==> config.mk <==
export PLATFORM = sky130hd
export DESIGN_NAME = murh_ctrl
export DESIGN_NICKNAME = d
export VERILOG_FILES = /design/src/hdl/murh_pkg.sv /design/src/hdl/murh_ctrl.sv
export SDC_FILE = /design/constraint.sdc
export NUM_CORES = 1
export LEC_CHECK = 0
export BUFFER_PORTS_ARGS = -buffer_cell sky130_fd_sc_hd__buf_2
export CELL_PAD_IN_SITES_DETAIL_PLACEMENT = 1
export CELL_PAD_IN_SITES_GLOBAL_PLACEMENT = 2
export CORE_AREA = 2 2 39 41
export CTS_CLUSTER_DIAMETER = 100
export DETAILED_ROUTE_END_ITERATION = 12
export DIE_AREA = 0 0 41 43
export MAX_ROUTING_LAYER = met4
export PLACE_DENSITY_LB_ADDON = 0.1
export SYNTH_ARGS = -nofsm -noshare
export SYNTH_HDL_FRONTEND = slang
export SYNTH_SLANG_ARGS = --single-unit
==> constraint.sdc <==
create_clock -name clk -period 1.5 [get_ports clk]
set_clock_uncertainty 0.2 [all_clocks]
set_input_delay 0.15 -clock clk [delete_from_list [all_inputs] [get_ports clk]]
set_output_delay 0.15 -clock clk [all_outputs]
set_load 0.05 [all_outputs]
==> src/hdl/murh_pkg.sv <==
// Shared constants, operation codes and control types of the move history block.
`default_nettype none

package murh_pkg;

    // Default geometry
    localparam int DEPTH_DEF     = 4096;
    localparam int WORD_BITS_DEF = 32;

    // Fixed field widths on the stream ports
    localparam int MODE_W   = 3;
    localparam int ENTRY_W  = 32;
    localparam int POS_W    = 12;
    localparam int S_DATA_W = 2 * ENTRY_W;
    localparam int M_DATA_W = 48;

    // Operation codes carried in the input tuser
    localparam logic [MODE_W-1:0] MODE_PUSH     = 3'd0;
    localparam logic [MODE_W-1:0] MODE_POP      = 3'd1;
    localparam logic [MODE_W-1:0] MODE_REDO     = 3'd2;
    localparam logic [MODE_W-1:0] MODE_UNDO     = 3'd3;
    localparam logic [MODE_W-1:0] MODE_TRUNCATE = 3'd4;
    localparam logic [MODE_W-1:0] MODE_CLEAR    = 3'd5;

    // Controller to datapath commands
    typedef struct packed {
        logic latch;       // capture the input word
        logic exec;        // update pointers and access the history memory
        logic load_empty;  // load a result with no entry
        logic load_fetch;  // load a result with the entry read from memory
    } murh_cmd_t;

    // Datapath to controller status
    typedef struct packed {
        logic op_fetch;    // captured operation returns an entry
        logic out_free;    // output register can take a result this cycle
    } murh_sts_t;

endpackage

`default_nettype wire

==> src/hdl/murh_ctrl.sv <==
// Sequencing controller of the move history: accept, execute, fetch.
`default_nettype none

module murh_ctrl (
    input  wire logic               clk,
    input  wire logic               rst_n,
    input  wire logic               s_axis_tvalid,
    output logic                    s_axis_tready,
    input  wire murh_pkg::murh_sts_t sts,
    output murh_pkg::murh_cmd_t     cmd
);
    import murh_pkg::*;

    localparam logic [1:0] ST_IDLE  = 2'd0;
    localparam logic [1:0] ST_EXEC  = 2'd1;
    localparam logic [1:0] ST_FETCH = 2'd2;

    logic [1:0] state_reg;
    logic [1:0] state_next;

    assign s_axis_tready = (state_reg == ST_IDLE);

    // Next state and commands
    always_comb
    begin
        state_next     = state_reg;
        cmd            = '0;
        cmd.latch      = s_axis_tvalid && (state_reg == ST_IDLE);
        unique case (state_reg)
            ST_IDLE:
            begin
                if (s_axis_tvalid)
                begin
                    state_next = ST_EXEC;
                end
            end
            ST_EXEC:
            begin
                // reads go ahead at once, the result waits in FETCH
                if (sts.op_fetch)
                begin
                    cmd.exec   = 1'b1;
                    state_next = ST_FETCH;
                end
                else if (sts.out_free)
                begin
                    cmd.exec       = 1'b1;
                    cmd.load_empty = 1'b1;
                    state_next     = ST_IDLE;
                end
            end
            ST_FETCH:
            begin
                if (sts.out_free)
                begin
                    cmd.load_fetch = 1'b1;
                    state_next     = ST_IDLE;
                end
            end
            default:
            begin
                state_next = ST_IDLE;
            end
        endcase
    end

    always_ff @(posedge clk or negedge rst_n)
    begin
        if (!rst_n)
        begin
            state_reg <= ST_IDLE;
        end
        else
        begin
            state_reg <= state_next;
        end
    end

endmodule

`default_nettype wire

======== Word level (Yosys, flattened, before mapping) ========
Cells that the tools add are included.
storage, ports and cells
  register bits after elaboration ......... 2
  bits of input ports ..................... 5
  logic and storage cells ................. 16
operators by class
  equality and inequality tests ........... 3
  muxes and demuxes ....................... 10
  reductions and logical operators ........ 2
operator list
  cell                                                             number
  2-bit 2-to-1 mux                                                 5
  2-bit case mux with 3 select lines                               1
  1-bit 2-to-1 mux                                                 4
  2-bit by 1-bit == test with 1-bit output, second input constant  1
  2-bit == test, second input constant                             1
  2-bit zero test                                                  1
  2-bit inequality test, second input constant                     1
  1-bit logical AND                                                1

======== Depth between registers and ports, before layout ========
  depth after elaboration ................. 3
  mapped depth ............................ 2
  mapped depth without buffers ............ 2

======== Worst setup path before layout ========
OpenSTA, ideal clock, no wires.
  path type ............................... register to output
  start ................................... register state_reg[1]
  end ..................................... output port cmd[2] (netlist name)
  arrival time ............................ 1.261 ns
  setup slack ............................. -0.111 ns
  stages on the path, launching flop included .. 3
  buffers on the path ..................... 0
  cell sequence ........................... dfrtp_1 -> nand2b_1 -> nor2_1
RTL lines
  what                    RTL line         text
  from (decl)             murh_ctrl.sv:18  logic [1:0] state_reg;
  from (signal assigned)  murh_ctrl.sv:75  state_reg <= state_next;
  to (decl)               murh_ctrl.sv:10  output murh_pkg::murh_cmd_t cmd

==> Implementation_results.wiki <==
{| class="wikitable"
! Metric !! Value
|-
| Outcome || complete, but fails checks
|-
| Violations in the final reports || setup timing
|-
| Number of max-cap violations || 0
|-
| Worst-case headroom to the max-slew limit || 87.9%
|-
| Max-slew violations || 0
|-
| Critical path start-end classification || flop to output port
|-
| Number of buffers added by the clock tree synthesis step || 3
|-
| Delay of the slowest cell on the worst path || 400 ps
|-
| I/O pin total || 10
|-
| Synth Instances || 14
|-
| Synth cell count leaders || 4 x nor2_1, 2 x dfrtp_1, 2 x nor3b_2
|-
| Layout overhead on the synthesized area || 134%
|-
| Most frequent cell after synthesis || nor2_1
|-
| Global-route usage over all layers || 5.45%
|-
| Die X-Extent || 41 µm
|-
| Worst-Margin Slew || 181 ps
|-
| Arrival @ worst endpoint || 1160 ps
|-
| Dominant synthesized flop cell || dfrtp_1
|-
| Worst min path class || input port to flop
|-
| Power Total || 0.495 mW
|-
| Buf+Inv Stages, Crit Path || 1
|-
| Die boundary height || 43 µm
|-
| Number of antenna repair diodes || 0
|-
| Register area || 51.3 µm²
|-
| YS warnings || 0
|-
| Later-pin clock latency in the skew report || 220 ps
|-
| GR Overflow Total || 0
|-
| Number of port buffers || 9
|-
| Leakage || 0.140 nW
|-
| Number of cell rows || 14
|-
| Area enclosed by the die boundary || 1760 µm²
|-
| Mean instance size in the synthesized netlist || 9.12 µm²
|-
| Unrepaired setup endpoints after global routing || yes
|-
| Worst-path clk slew || 30 ps
|-
| Cell-by-cell trace of the critical path || nand2b_4 -> nor3b_4 -> buf_6
|-
| Vias in the first global route || 174
|-
| Area taken by multi-input logic gates || 90.1 µm²
|-
| Area of the core || 1380 µm²
|-
| Pwr dens || 1660 nW/µm²
|-
| Antenna violations before repair || 0
|-
| Post-detailed-route DRC marker count || 0
|-
| Critical path startpoint category || flop
|-
| H-tree levels || 1
|-
| Proportion of synthesized chip area in sequential cells || 39.2%
|-
| Placed instance count || 41
|-
| Setup WS post-layout || -13.3 ps
|-
| Fraction of post-synthesis cell area in the top cell type by area || 39.2%
|-
| Count of state elements after synthesis || 2
|-
| Maximum number of buffers from clock root to sink || 2
|-
| Antenna Nets Post-Route || 0
|-
| Vias || 175
|-
| Largest register FFs || 2
|-
| Number of non-filler instances in the completed layout || 47
|-
| Largest net degree at the start of global routing || 6
|-
| Unique masters post-synth || 9
|-
| Fill cell total of the finished layout || 172
|-
| Net count reported at finish || 38
|-
| Global-route wire length before repair || 634 µm
|-
| Violation count after the first detailed-route iteration || 1
|-
| Post-route design area || 299 µm²
|-
| Peak VDD IR || 0.000349 V
|-
| Effective utilization at floorplan || 9.22%
|-
| Share of flip-flops with an asynchronous set or reset || 100%
|-
| Root Driver || clkbuf_4
|-
| Half-perimeter wire length after placement || 303 µm
|-
| Share of cells above drive strength 1 || 67.7%
|-
| Detailed-router iteration count before antenna repair || 2
|-
| Final GP Congestion || 0.587
|-
| Category of cells accounting for the largest share of critical-path delay || flip-flops
|-
| Detail-routed net length per standard cell || 8.00 µm
|-
| Biggest fanout along the worst timing path || 4
|-
| Number of nets produced by synthesis || 19
|-
| Setup Viol. Count Final || 1
|-
| Yosys top cell by area || dfrtp_1
|-
| Nature of the critical path endpoint || output port
|-
| Final critical-path share of the clock period || 101%
|-
| Routed wire length || 376 µm
|-
| Crit path max-delay cell type || dfrtp_1
|-
| EDFF count, synth || 0
|-
| CP required || 1150 ps
|-
| Cell Area, Synth || 128 µm²
|-
| Final Hold Violating Endpoints || 0
|-
| Largest cells by area after synthesis || dfrtp_1 39%, nor3b_2 20%, nor2_1 12%
|-
| Shortest clock period the worst path allows after layout || 1510 ps
|-
| FMAX || 0.661 GHz
|-
| CTS tree || yes
|-
| Vias per Instance || 3.72
|-
| Instance area after placement || 208 µm²
|-
| Sinks on Clock Net || 2
|}
[cell usage in the layout (no fill, tap or decap)]
master	n
nand2b_4	1
dfrtp_1	1
a31o_1	1
clkbuf_4	3
nor3b_2	1
nand2_1	1
nor2_2	1
dlygate4sd3_1	2
nor3b_4	1
buf_2	4
dfrtp_2	1
o31ai_1	1
inv_2	1
buf_4	5
buf_6	3
nor2_1	3
nand3b_1	1
[report_power, final]
group	total (mW)	switching, mW	internal (mW)
clock	0.117	0.0293	0.0882
sequential	0.0896	0.0193	0.0703
combinational	0.288	0.169	0.119
total	0.495	0.218	0.277
[per-layer routing]
| metal | track usage, % | vias up | share of wire, % |
|---|---|---|---|
| li1 | - | 83 | - |
| met1 | 6.41 | 85 | 41 |
| met2 | 7.50 | 7 | 54 |
| met3 | 1.57 | 0 | 5.3 |
| met4 | 4.00 | 0 | 0 |
| met5 | - | - | 0 |
[tightest hold or removal path, stage by stage]
cell	delay (ps)
buf_2	120
nand3b_1	80
o31ai_1	60
[final cells by class]
cell class,count,area share [%]
inverter,1,1.26
multi-input combinational,11,30.1
clock buffer,3,7.53
sequential,2,17.2
timing repair buffer,14,37.2
tap,16,6.69
[per-stage QoR]
| step | hold slack (ps) | utilization [%] | setup TNS (ps) | setup WS, ps |
|---|---|---|---|---|
| 2_1_floorplan | -346 | - | -287 | -111 |
| 3_3_place_gp | -264 | 15.0 | 0 | 128 |
| 3_5_place_dp | -263 | 15.0 | 0 | 139 |
| 4_1_cts | 17.9 | 18.9 | -46.7 | -46.7 |
| 5_1_grt | 42.1 | 21.6 | -52.2 | -52.2 |
| 6_report | 38.4 | 21.6 | -13.3 | -13.3 |
[what timing repair did]
item	in CTS	in global routing
gates cloned	0	0
hold buffers	2	0
gates resized for setup	4	10
endpoints found under the setup margin	3	5
pin swaps	0	1
buffers inserted	0	1
hold endpoints to repair	3	0
[logic make-up after synthesis]
| kind of cell | Yosys count | synth area share [%] |
|---|---|---|
| and+or+nand+nor | 9 | 45.1 |
| AOI/OAI and AO/OA | 2 | 12.7 |
| DFF | 2 | 39.2 |
| buffers and inverters | 1 | 2.94 |
[path summary, 6_finish.rpt]
path	startpoint	end	slack, ps	cells past startpoint
max	state_reg[1]$_DFFE_PN0P_	cmd[1]	-10	3
min	sts[1]	state_reg[1]$_DFFE_PN0P_	40	3
max reg2reg	state_reg[0]$_DFFE_PN0P_	state_reg[0]$_DFFE_PN0P_	400	2
min reg2reg	state_reg[0]$_DFFE_PN0P_	state_reg[1]$_DFFE_PN0P_	440	2
max in group asynchronous	rst_n	state_reg[0]$_DFFE_PN0P_	950	2
min in group asynchronous	rst_n	state_reg[1]$_DFFE_PN0P_	50	2
Note: power is estimated with default switching activity, not from simulation.
